==> config.mk <==
export PLATFORM = sky130hd
export DESIGN_NAME = svn_front
export DESIGN_NICKNAME = d
export VERILOG_FILES = /design/src/hdl/assert_macros.svh /design/src/hdl/svn_pkg.sv /design/src/hdl/svn_front.sv
export SDC_FILE = /design/constraint.sdc
export NUM_CORES = 1
export LEC_CHECK = 0
export ABC_CLOCK_PERIOD_IN_PS = 900
export BUFFER_PORTS_ARGS = -buffer_cell sky130_fd_sc_hd__buf_4
export CAP_MARGIN = 25
export CELL_PAD_IN_SITES_DETAIL_PLACEMENT = 1
export CELL_PAD_IN_SITES_GLOBAL_PLACEMENT = 2
export CORE_AREA = 2 2 308 310
export DETAILED_ROUTE_END_ITERATION = 6
export DIE_AREA = 0 0 310 312
export GPL_TIMING_DRIVEN = 0
export PLACE_DENSITY_LB_ADDON = 0.1
export SYNTH_ARGS = -nofsm -noshare
export SYNTH_HDL_FRONTEND = slang
export SYNTH_SLANG_ARGS = --single-unit
==> constraint.sdc <==
create_clock -name vclk -period 0.9
set_input_delay 0.045 -clock vclk [all_inputs]
set_output_delay 0.045 -clock vclk [all_outputs]
set_load 0.005 [all_outputs]
==> src/hdl/assert_macros.svh <==
// ----------------------------------------------------------------------------
// Assertion macros
// Shared concurrent assertion forms for the SIMD three-different unit.
// ----------------------------------------------------------------------------
`ifndef ASSERT_MACROS_SVH
`define ASSERT_MACROS_SVH

// Property must hold at every rising clock edge outside reset.
`define ASSERT_CLK(lbl, clk, rst_n, prop, msg) \
    lbl: assert property (@(posedge clk) disable iff (!rst_n) prop) \
        else $error(msg);

// Condition must never be true outside reset.
`define ASSERT_NEVER(lbl, clk, rst_n, cond, msg) \
    lbl: assert property (@(posedge clk) disable iff (!rst_n) !(cond)) \
        else $error(msg);

`endif

==> src/hdl/svn_pkg.sv <==
// ----------------------------------------------------------------------------
// svn_pkg
// Types and codes for the SIMD widening/narrowing ALU.
// ----------------------------------------------------------------------------
package svn_pkg;

    localparam logic [3:0] OP_ADDL   = 4'h0;
    localparam logic [3:0] OP_ADDW   = 4'h1;
    localparam logic [3:0] OP_SUBL   = 4'h2;
    localparam logic [3:0] OP_SUBW   = 4'h3;
    localparam logic [3:0] OP_ADDHN  = 4'h4;
    localparam logic [3:0] OP_ABAL   = 4'h5;
    localparam logic [3:0] OP_SUBHN  = 4'h6;
    localparam logic [3:0] OP_ABDL   = 4'h7;
    localparam logic [3:0] OP_MLAL   = 4'h8;
    localparam logic [3:0] OP_SQDMLAL = 4'h9;
    localparam logic [3:0] OP_MLSL   = 4'hA;
    localparam logic [3:0] OP_SQDMLSL = 4'hB;
    localparam logic [3:0] OP_MULL   = 4'hC;
    localparam logic [3:0] OP_SQDMULL = 4'hD;
    localparam logic [3:0] OP_PMULL  = 4'hE;
    localparam logic [3:0] OP_UNALLOC = 4'hF;

    localparam logic [1:0] SZ_BYTE = 2'd0;
    localparam logic [1:0] SZ_HALF = 2'd1;
    localparam logic [1:0] SZ_WORD = 2'd2;
    localparam logic [1:0] SZ_DBL  = 2'd3;

    localparam logic [1:0] ST_DONE  = 2'd0;
    localparam logic [1:0] ST_UNDEF = 2'd1;
    localparam logic [1:0] ST_OTHER = 2'd2;

    typedef struct packed {
        logic [63:0] left_low;
        logic [63:0] left_high;
        logic [63:0] right_low;
        logic [63:0] right_high;
        logic [63:0] dest_low;
        logic [63:0] dest_high;
        logic [3:0]  opcode;
        logic [1:0]  size;
        logic        unsigned_form;
        logic        upper_half;
        logic        scalar_form;
        logic        class_match;
    } in_item_t;

    typedef struct packed {
        logic [63:0] result_low;
        logic [63:0] result_high;
        logic [1:0]  status;
    } out_item_t;

    // Classified instruction held in the queue
    typedef struct packed {
        logic [3:0]   opc;
        logic [1:0]   size;
        logic         u;
        logic         q;
        logic         sc;
        logic [1:0]   status;
        logic [127:0] left;
        logic [127:0] right;
        logic [127:0] dest;
    } entry_t;

    // Back-end first stage: registered products
    typedef struct packed {
        entry_t       e;
        logic [63:0]  nl;
        logic [63:0]  nr;
        logic [127:0] prod;
        logic [7:0]   mm;
        logic [127:0] cl;
    } s1_t;

endpackage

==> src/hdl/svn_front.sv <==
// ----------------------------------------------------------------------------
// svn_front
// Decodes one instruction and classifies it as executed, undefined or foreign.
// ----------------------------------------------------------------------------
module svn_front (
    input  svn_pkg::in_item_t item,
    output svn_pkg::entry_t   entry
);
    import svn_pkg::*;

    logic dbl;

    always_comb
    begin
        dbl = (item.opcode == OP_SQDMLAL) || (item.opcode == OP_SQDMLSL) ||
              (item.opcode == OP_SQDMULL);
        entry.opc    = item.opcode;
        entry.size   = item.size;
        entry.u      = item.unsigned_form;
        entry.q      = item.upper_half;
        entry.sc     = item.scalar_form;
        entry.left   = {item.left_high, item.left_low};
        entry.right  = {item.right_high, item.right_low};
        entry.dest   = {item.dest_high, item.dest_low};
        if (!item.class_match)
            entry.status = ST_OTHER;
        else if (item.scalar_form && !dbl)
            entry.status = ST_UNDEF;
        else if (item.opcode == OP_PMULL && item.size == SZ_DBL)
            entry.status = (item.unsigned_form || item.scalar_form) ? ST_UNDEF : ST_DONE;
        else if (item.size == SZ_DBL || item.opcode == OP_UNALLOC ||
                 (dbl && (item.unsigned_form || item.size == SZ_BYTE)) ||
                 (item.opcode == OP_PMULL && (item.unsigned_form || item.size != SZ_BYTE)))
            entry.status = ST_UNDEF;
        else
            entry.status = ST_DONE;
    end

endmodule

# Word-level counts from Yosys, hierarchy flattened
# Cells that the tools add are included.
[classes]
n_reduce_logical = 15
eq_ne = 6
mux = 5
[ops]
columns = ["operator", "n"]
rows = [
  ["$eq 4x4->1 const B", 5],
  ["$logic_or 1x1->1", 8],
  ["$logic_and 1x1->1", 4],
  ["$mux 1", 4],
  ["$eq 2x2->1 const B", 1],
  ["$logic_not 2->1", 1],
  ["$mux 2", 1],
  ["$reduce_bool 2->1", 1],
  ["$logic_not 1->1", 1],
]
[totals]
in_bits = 394
ff_bits = 0

# Logic depth before layout (Yosys ltp)
[logic_depth]
ltp_word = 10
depth_mapped = 3

# Worst setup path before layout
# Ideal clock, no wire load.
[synth_path]
kind = "input-to-output"
startpoint = "input item[4] in the netlist's numbering"
endpoint = "output entry[384] in the netlist's numbering"
arrival_ns = 0.476
path_stages = 3
required_time_ns = 0.855
path_slack_ns = 0.379
path_buffers = 0
cell_sequence = "xor2_1 > nor2_1 > o311ai_1"
[synth_lines]
columns = ["element", "line", "source"]
rows = [
  ["from (decl)", "svn_front.sv:6", "input svn_pkg::in_item_t item,"],
  ["to (decl)", "svn_front.sv:7", "output svn_pkg::entry_t entry"],
]

==> impl_metrics.csv <==
group,metric,value,unit
setup_path,end_kind,"output pin",
drt,post-route-drc-count,0,
die,core_region_area,93000,µm²
global_route,grt_overflow_total,0,
yosys,synth_warnings,0,
die,initial_utilization,3.24,%
yosys,syn_nets,796,
placed_design,hpwl,27200,µm
final_layout,seq_cells,0,
die,floorplan.die_area,96700,µm²
setup_path,cp_top_family,"buffers and inverters",
timing,worstMarginPinSlew,0.235,ns
setup_path,crit_arrival,0.77,ns
drt,postRouteWirelength,28000,µm
timing,rsz0062_at_grt,"no",
final_layout,design_area,7640,µm²
yosys,synthCells,402,
drt,vias_per_cell,1.79,
die,ioPinCount,789,
setup_path,cp_max_fo,4,
setup_path,path_buf_inv,2,
setup_path,cpPeakStageDelay,0.22,ns
global_route,grt_start_max_net_pins,5,
yosys,yosys-top-cells-area,"buf_4 (98%), o211ai_1 (0.50%), o2111ai_1 (0.29%), o311ai_1 (0.29%), xor2_1 (0.29%)",
timing,hold_viol,0,
yosys,yosys.cell_types.count,9,
final_layout,regArea,0,µm²
final_layout,nets,1202,
placed_design,place_area,7610,µm²
run_status,status,"finished clean",
final_layout,clock_buffers,0,
die,chipHeight,312,µm
setup_path,path_class,"input port to output pin",
yosys,synth_top_cell_by_area,"buf_4",
setup_path,path_cells,"buf_4 -> xor2_1 -> nor2_1 -> o311ai_2 -> buf_4",
drt,ant_nets,0,
placed_design,place.gp.congestion,0.729,
yosys,avgSynthCellArea,7.49,µm²
pwr,peakVddDrop,87.5,µV
final_layout,final_layout_size_suffix_gt1_share,99.3,%
worst_hold_path,hold_class,"input port to output pin",
timing,drv_slew,0,
drt,wl_per_cell,13.6,µm
yosys,synthDominantCellAreaShare,98.0,%
drt,vias,3683,
global_route,antenna_found_initial,0,
setup_path,slowest_stage,"o311ai_2",
global_route,track_usage,4.97,%
drt,drt-pass1-iter-count,4,
job,cap_viol_max_count,0,
final_layout,fillers,11300,
global_route,grt_pass1_vias,3881,
timing,max-slew-margin-rel,84.3,%
setup_path,start_kind,"input port",
die,num_rows,112,
yosys,ys_seq_area_share,0,%
die,fp.dieW,310,µm
pwr,p_leak,3.86,nW
timing,setup_viol,0,
drt,drt_iter0_drc,35,
final_layout,area_growth,154,%
timing,post-route-period-util,90.7,%
setup_path,cpMostUsedCell,"buf_4",
placed_design,port-buffer-count,404,
pwr,cellPowerDensity,412,nW/µm²
global_route,grt_first_pass_wirelength,33000,µm
final_layout,antennaDiodeCount,0,
final_layout,final_util,8.21,%
setup_path,worst_ep_required_time,0.85,ns
yosys,synthesis.area,3010,µm²
timing,fin_crit,0.817,ns
pwr,power,3.15,mW
timing,fmax,1220,MHz
Yosys cell counts, drive strengths merged:
| cell type | number |
|---|---|
| o311ai | 1 |
| a21o | 1 |
| nor2 | 1 |
| xor2 | 1 |
| o211ai | 2 |
| nand3 | 1 |
| o2111ai | 1 |
| inv | 1 |
| buf | 393 |
layout by cell type, fill, tap and decap left out:
| master | netlist | routed |
|---|---|---|
| buf_4 | 393 | 796 |
| o211ai_1 | 2 | 2 |
| inv_1 | 1 | 1 |
| nand3_2 | 0 | 1 |
| xor2_1 | 1 | 1 |
| nor2_1 | 1 | 1 |
| o2111ai_2 | 0 | 1 |
| a21o_1 | 1 | 1 |
| o311ai_2 | 0 | 1 |
| buf_6 | 0 | 1 |
layout make-up:
type,instances,area [µm²],share of cell area [%]
buffer,393,2950,38.6
multi-input combinational,8,76.3,1.00
inverter,1,3.75,0.0492
tap,1254,1570,20.5
timing repair buffer,404,3040,39.8
metal layers:
layer	vias up	global-route usage, %	share of wire (%)	wire length [µm]
li1	1632	-	-	-
met1	1629	2.97	20	5700
met2	406	12.2	65	18100
met3	16	1.76	13	3590
met4	0	0.922	2.0	571
met5	-	0	0	0
path summary, 6_finish.rpt:
check	start	end	slack, ns	cells after the start
setup / recovery	item[5]	entry[384]	0.08	5
hold / removal	item[109]	entry[35]	0.26	2
repair_timing:
item / 4_1_cts / 5_1_grt
resized for setup: 2 / 2
pin swaps: 0 / 2
gates cloned: 0 / 0
setup buffers: 0 / 0
hold buffers: 0 / 0
setup endpoints to repair: 1 / 1
per-stage QoR:
step                instances  TNS [ns]  worst slack, ns  hold slack (ns)
floorplan                 402         0            0.379            0.124
global placement         2060   -0.0196          -0.0196            0.257
detailed placement       2060   -0.0124          -0.0124            0.257
CTS                      2060         0          0.00446            0.257
global route             2060         0         0.000611            0.259
finish                   2060         0           0.0833            0.256
power breakdown:
group,internal [mW],switching [mW]
clock network,0,0
logic,2.18,0.970
registers,0,0
total,2.18,0.970
logic make-up after synthesis:
group | count (synthesis) | synth area share, %
AOI/OAI and AO/OA | 5 | 1.33
xor gates and xnor gates | 1 | 0.291
buffers and inverters | 394 | 98.1
and+or+nand+nor | 2 | 0.291
Power figures use the tool's default switching activity.
