File: src/hdl/assert_macros.svh
// ----------------------------------------------------------------------------
// Assertion macros
// Shared concurrent assertion forms for the SIMD three-different unit.
// ----------------------------------------------------------------------------
`ifndef ASSERT_MACROS_SVH
`define ASSERT_MACROS_SVH

// Property must hold at every rising clock edge outside reset.
`define ASSERT_CLK(lbl, clk, rst_n, prop, msg) \
    lbl: assert property (@(posedge clk) disable iff (!rst_n) prop) \
        else $error(msg);

// Condition must never be true outside reset.
`define ASSERT_NEVER(lbl, clk, rst_n, cond, msg) \
    lbl: assert property (@(posedge clk) disable iff (!rst_n) !(cond)) \
        else $error(msg);

`endif

File: src/hdl/svn_pkg.sv
// ----------------------------------------------------------------------------
// svn_pkg
// Types and codes for the SIMD widening/narrowing ALU.
// ----------------------------------------------------------------------------
package svn_pkg;

    localparam logic [3:0] OP_ADDL   = 4'h0;
    localparam logic [3:0] OP_ADDW   = 4'h1;
    localparam logic [3:0] OP_SUBL   = 4'h2;
    localparam logic [3:0] OP_SUBW   = 4'h3;
    localparam logic [3:0] OP_ADDHN  = 4'h4;
    localparam logic [3:0] OP_ABAL   = 4'h5;
    localparam logic [3:0] OP_SUBHN  = 4'h6;
    localparam logic [3:0] OP_ABDL   = 4'h7;
    localparam logic [3:0] OP_MLAL   = 4'h8;
    localparam logic [3:0] OP_SQDMLAL = 4'h9;
    localparam logic [3:0] OP_MLSL   = 4'hA;
    localparam logic [3:0] OP_SQDMLSL = 4'hB;
    localparam logic [3:0] OP_MULL   = 4'hC;
    localparam logic [3:0] OP_SQDMULL = 4'hD;
    localparam logic [3:0] OP_PMULL  = 4'hE;
    localparam logic [3:0] OP_UNALLOC = 4'hF;

    localparam logic [1:0] SZ_BYTE = 2'd0;
    localparam logic [1:0] SZ_HALF = 2'd1;
    localparam logic [1:0] SZ_WORD = 2'd2;
    localparam logic [1:0] SZ_DBL  = 2'd3;

    localparam logic [1:0] ST_DONE  = 2'd0;
    localparam logic [1:0] ST_UNDEF = 2'd1;
    localparam logic [1:0] ST_OTHER = 2'd2;

    typedef struct packed {
        logic [63:0] left_low;
        logic [63:0] left_high;
        logic [63:0] right_low;
        logic [63:0] right_high;
        logic [63:0] dest_low;
        logic [63:0] dest_high;
        logic [3:0]  opcode;
        logic [1:0]  size;
        logic        unsigned_form;
        logic        upper_half;
        logic        scalar_form;
        logic        class_match;
    } in_item_t;

    typedef struct packed {
        logic [63:0] result_low;
        logic [63:0] result_high;
        logic [1:0]  status;
    } out_item_t;

    // Classified instruction held in the queue
    typedef struct packed {
        logic [3:0]   opc;
        logic [1:0]   size;
        logic         u;
        logic         q;
        logic         sc;
        logic [1:0]   status;
        logic [127:0] left;
        logic [127:0] right;
        logic [127:0] dest;
    } entry_t;

    // Back-end first stage: registered products
    typedef struct packed {
        entry_t       e;
        logic [63:0]  nl;
        logic [63:0]  nr;
        logic [127:0] prod;
        logic [7:0]   mm;
        logic [127:0] cl;
    } s1_t;

endpackage

File: src/hdl/svn_queue.sv
// ----------------------------------------------------------------------------
// svn_queue
// Short FIFO of classified instructions between front and back.
// ----------------------------------------------------------------------------
`include "assert_macros.svh"

module svn_queue #(
    parameter int DEPTH = 2
) (
    input  logic            clk,
    input  logic            rst_n,
    input  logic            push_valid,
    output logic            push_ready,
    input  svn_pkg::entry_t push_data,
    output logic            pop_valid,
    input  logic            pop_ready,
    output svn_pkg::entry_t pop_data
);
    import svn_pkg::*;

    localparam int PW = (DEPTH > 1) ? $clog2(DEPTH) : 1;
    localparam int CW = $clog2(DEPTH + 1);

    entry_t          mem_reg [DEPTH];
    logic [PW-1:0]   wr_ptr_reg, wr_ptr_next;
    logic [PW-1:0]   rd_ptr_reg, rd_ptr_next;
    logic [CW-1:0]   count_reg, count_next;
    logic            push, pop;

    assign push_ready = count_reg != CW'(DEPTH);
    assign pop_valid  = count_reg != '0;
    assign push       = push_valid && push_ready;
    assign pop        = pop_valid && pop_ready;
    assign pop_data   = mem_reg[rd_ptr_reg];

    always_comb
    begin
        wr_ptr_next = wr_ptr_reg;
        rd_ptr_next = rd_ptr_reg;
        count_next  = count_reg;
        if (push)
            wr_ptr_next = (wr_ptr_reg == PW'(DEPTH - 1)) ? '0 : wr_ptr_reg + 1'b1;
        if (pop)
            rd_ptr_next = (rd_ptr_reg == PW'(DEPTH - 1)) ? '0 : rd_ptr_reg + 1'b1;
        if (push && !pop)
            count_next = count_reg + 1'b1;
        else if (pop && !push)
            count_next = count_reg - 1'b1;
    end

    always_ff @(posedge clk or negedge rst_n)
    begin
        if (!rst_n)
        begin
            wr_ptr_reg <= '0;
            rd_ptr_reg <= '0;
            count_reg  <= '0;
        end
        else
        begin
            wr_ptr_reg <= wr_ptr_next;
            rd_ptr_reg <= rd_ptr_next;
            count_reg  <= count_next;
        end
    end

    always_ff @(posedge clk)
    begin
        if (push)
            mem_reg[wr_ptr_reg] <= push_data;
    end

    `ASSERT_NEVER(a_q_over, clk, rst_n, count_reg > CW'(DEPTH), "queue overfilled")
    `ASSERT_CLK(a_q_inc, clk, rst_n, push && !pop |=> count_reg == CW'($past(count_reg) + 1'b1), "count did not rise")
    `ASSERT_CLK(a_q_dec, clk, rst_n, pop && !push |=> count_reg == CW'($past(count_reg) - 1'b1), "count did not fall")
    `ASSERT_CLK(a_q_hold, clk, rst_n, push == pop |=> $stable(count_reg), "count moved")

endmodule

File: config.mk
export PLATFORM = sky130hd
export DESIGN_NAME = svn_queue
export DESIGN_NICKNAME = d
export VERILOG_FILES = /design/src/hdl/svn_pkg.sv /design/src/hdl/svn_queue.sv
export VERILOG_INCLUDE_DIRS = /design/src /design/src/hdl
export SDC_FILE = /design/constraint.sdc
export NUM_CORES = 1
export LEC_CHECK = 0
export BUFFER_PORTS_ARGS = -buffer_cell sky130_fd_sc_hd__buf_2
export CAP_MARGIN = 0
export CORE_MARGIN = 4
export CORE_UTILIZATION = 30
export CTS_CLUSTER_DIAMETER = 30
export DETAILED_ROUTE_END_ITERATION = 6
export GPL_ROUTABILITY_DRIVEN = 0
export REMOVE_ABC_BUFFERS = 1
export SYNTH_ARGS = -nofsm -noshare
export SYNTH_HDL_FRONTEND = slang
export SYNTH_SLANG_ARGS = --single-unit
File: constraint.sdc
create_clock -name clk -period 24.1 [get_ports clk]
set_input_delay 0 -clock clk [delete_from_list [all_inputs] [get_ports clk]]
set_output_delay 0 -clock clk [all_outputs]
set_load 0.02 [all_outputs]
==> results.json, run 1 <==
{
  "status": "aborted with a tool error",
  "haltStage": "4_1_cts",
  "toolErrorMsg": "[ERROR RSZ-0060] Max buffer count reached.",
  "ys_warn_count": 0,
  "netlist_instances": 1247,
  "root_buffer": "clkbuf_16",
  "synthMuxAreaShare_pct": 15.4,
  "rows": 113,
  "synth_compound_gate_area_share_pct": 0,
  "cts_hold_buffers": 715,
  "start_util_pct": 30.3,
  "cts-htree-levels": 4,
  "dp_slack_ns": 19.50,
  "hpwl_microns": 50100,
  "clock_path_buffers": 3,
  "cts_resized": 0,
  "yosysUniqueCellTypes": 14,
  "syn_area_sq_um": 28800,
  "cts_buffers": 158,
  "syn_avg_cell_area_sq_um": 23.1,
  "synth_fa_ha_area_share_pct": 0.0434,
  "port_buffers": 795,
  "synthXorXnorAreaFrac_pct": 0.152,
  "cts_sinks": 794,
  "die-height_microns": 318,
  "ios": 796,
  "ys_seq_area_share_pct": 82.6,
  "synth-simple-area-share_pct": 0.117,
  "die_w_microns": 318,
  "ys_seq_elements": 794,
  "synth_top_family_by_area": "multiplexers",
  "cts_setup_buffers": 0
}
-- cells by family after synthesis --
logic type,Yosys count
XOR/XNOR,5
multiplexers,395
AND/OR/NAND/NOR,7
buffers and inverters,45
flip-flops,794
adder cells (fa/ha/maj),1
-- cell usage after synthesis (all sizes together) --
library cell	instances	area (sq um)
nand2	2	7.51
mux2	395	4450
nor2	2	7.51
dfrtp	4	100
ha	1	12.5
and3	1	6.26
xnor2	3	26.3
or2	1	6.26
buf	44	464
inv	1	3.75
xor2	2	17.5
nand2b	1	6.26
edfxtp	790	23700
-- metrics by stage --
stage / cells / cell area (sq um)
3_5_place_dp: 3278 / 34100
3_3_place_gp: 3278 / 34100
2_1_floorplan: 1203 / 28400
==> run 2, diff against run 1 <==
- CORE_UTILIZATION: 30 -> 20
- CTS_CLUSTER_DIAMETER: 30 -> unset
- PLACE_DENSITY_LB_ADDON: unset -> 0.15
==> results.json, run 2 <==
{
  "port_buffers": 795,
  "ys_warn_count": 0,
  "combPwrFrac_pct": 33.5,
  "cts_setup_buffers": 0,
  "root_buffer": "clkbuf_16",
  "initialDrtViolationCount": 602,
  "gr-total-overflow": 0,
  "drtAntennaViolNets": 0,
  "wirelength_microns": 82600,
  "path_class": "flop to flop",
  "antenna_found_initial": 11,
  "cts-htree-levels": 3,
  "grt_pass1_vias": 19244,
  "multi_input_area_sq_um": 4550,
  "status": "finished clean",
  "nNetsFinal": 3135,
  "fmax_ghz": 0.231,
  "syn_area_sq_um": 28800,
  "critPathRequiredTime_ns": 24.40,
  "p_clk_share_pct": 26.9,
  "cap_violations": 0,
  "final_common_cell": "buf_2",
  "seqPwrFrac_pct": 39.6,
  "vias": 17343,
  "rows": 139,
  "startpoint_type": "flop",
  "synth_top_area_share_pct": 82.3,
  "die-height_microns": 388,
  "place_area_sq_um": 34900,
  "worstSetupEndpointType": "flop",
  "period_needed_ns": 4.34,
  "cts_sinks": 794,
  "rsz0062_at_grt": "false",
  "track_usage_pct": 10.7,
  "tns_ns": 0,
  "routed_via_density": 3.67,
  "first_pass_iters": 4,
  "area_growth_pct": 52.9,
  "die_w_microns": 388,
  "coreArea_sq_um": 143000,
  "register_area_sq_um": 23800,
  "grt_max_degree": 144,
  "syn_avg_cell_area_sq_um": 23.1,
  "cp.arrival_ns": 4.63,
  "yosysTopAreaCell": "edfxtp_1",
  "clkSlewWorstSetupHoldPaths_ns": 0.06,
  "synth_common_cells": "790 x edfxtp_1, 395 x mux2_2, 39 x buf_6",
  "power_density_nw_per_um2": 113,
  "switchingPower_w": 0.00168,
  "irDropWorstVdd_v": 0.0000628,
  "grt_pass1_wl_microns": 122000,
  "synth.most_common_cell": "edfxtp_1",
  "p_int_w": 0.00329,
  "cts_buffers": 94,
  "dieArea_sq_um": 150000,
  "p_leak_nw": 16.2,
  "period_share_pct": 18.0,
  "drive_gt1_share_pct": 47.6,
  "final_area_sq_um": 44100,
  "synth_edf_count": 790,
  "synth_flop_cell": "edfxtp_1",
  "wl_per_cell_microns": 17.5,
  "fin_skew_ns": 0.0242,
  "path_max_fanout": 64,
  "slew_headroom_pct": 23.9,
  "mostFrequentLayoutCells": "795 x buf_2, 790 x edfxtp_1, 625 x dlygate4sd3_1",
  "fillCellCount": 14400,
  "ios": 796,
  "setup_viol": 0,
  "cts_tree": "done",
  "slew_viol_final": 0,
  "yosysUniqueCellTypes": 14,
  "largest_reg_flops": 790,
  "synthArstFlopShare_pct": 0.504,
  "swShare_pct": 33.8,
  "ys_seq_area_share_pct": 82.6,
  "drc": 0,
  "clock_path_buffers": 3,
  "hpwl_microns": 55800,
  "start_util_pct": 20.1,
  "worst_pin_slew_ns": 1.14,
  "synth_area_leaders": "edfxtp_1 82%, mux2_2 15%, buf_6 1.5%",
  "final_hold_viol_count": 0,
  "netlist_instances": 1247,
  "ys_seq_elements": 794,
  "hold_path.class": "input pin to flop",
  "worstSkewPairLatency_ns": 0.68
}
==> run 2: cell counts after synthesis <==
No cell type changed its count.
==> run 2: cell families after synthesis <==
| logic type | after synthesis | share of synthesized area [%] |
|---|---|---|
| DFF | 794 | 82.6 |
| buffers and inverters | 45 | 1.62 |
| muxes | 395 | 15.4 |
| adders and majority gates | 1 | 0.0434 |
| xor gates and xnor gates | 5 | 0.152 |
| and+or+nand+nor | 7 | 0.117 |
==> run 2: stage by stage <==
| stage | total power (W) | utilization, % | cells | setup WS [ns] | hold WS (ns) |
|---|---|---|---|---|---|
| after floorplan | 0.00330 | - | 1203 | 5.80 | -0.296 |
| after global placement | 0.00361 | 24.3 | 3917 | 19.65 | -0.188 |
| after detailed placement | 0.00362 | 24.3 | 3917 | 19.63 | -0.181 |
| after CTS | 0.00508 | 30.7 | 4712 | 19.63 | 0.0000631 |
| after global routing | 0.00522 | 30.7 | 4722 | 19.43 | 0.00965 |
| final | 0.00496 | 30.7 | 4724 | 19.76 | 0.0788 |
==> run 2: path summary, 6_finish.rpt <==
check                      slack [ns]               to           start  cells after the start
max                             19.76  mem_reg[0][361]    count_reg[0]                      7
min                              0.08  mem_reg[0][151]  push_data[151]                      2
min in group asynchronous        0.25     count_reg[1]           rst_n                      3
max reg2reg                     19.76  mem_reg[0][361]    count_reg[0]                      7
min reg2reg                      0.52     count_reg[1]    count_reg[1]                      1
max in group asynchronous       23.65       rd_ptr_reg           rst_n                      3
==> run 2: what timing repair did <==
item | CTS | global route
hold buffers | 625 | 0
endpoints found under the hold margin | 826 | 0
gates resized for setup | 0 | 0
==> run 2: layout make-up <==
type | instances | area share (%)
sequential | 794 | 54.1
multi-input combinational | 408 | 10.3
clock inverter | 53 | 0.945
antenna | 12 | 0.0681
clock buffer | 117 | 5.63
tap | 1903 | 5.40
timing repair buffer | 1436 | 23.6
inverter | 1 | 0.00852
==> run 2: metal layers <==
| layer | vias up | routed length [microns] | share of wire (%) | global-route usage [%] |
|---|---|---|---|---|
| li1 | 8024 | - | - | - |
| met1 | 8641 | 30400 | 37 | 11.3 |
| met2 | 547 | 43200 | 52 | 19.3 |
| met3 | 131 | 6630 | 8.0 | 4.12 |
| met4 | 0 | 2340 | 2.8 | 3.60 |
| met5 | - | 0 | 0 | 0 |
==> run 2: worst max-delay path, stage by stage, from the launching register on <==
cell      delay (ns)
dfrtp_1         0.41
nand2b_1        0.19
nand2_1         0.16
nor2_4          0.13
buf_4           0.59
buf_4           0.84
buf_4           0.76
buf_4           0.70
==> run 2: power groups by stage <==
stage / sequential (W) / clock, W / combinational, W
2_1_floorplan: 0.00224 / 0 / 0.00106
3_3_place_gp: 0.00199 / 0 / 0.00163
3_5_place_dp: 0.00200 / 0 / 0.00162
4_1_cts: 0.00197 / 0.00139 / 0.00172
5_1_grt: 0.00199 / 0.00146 / 0.00177
6_report: 0.00197 / 0.00133 / 0.00166
Note: power is estimated with default switching activity, not from simulation.
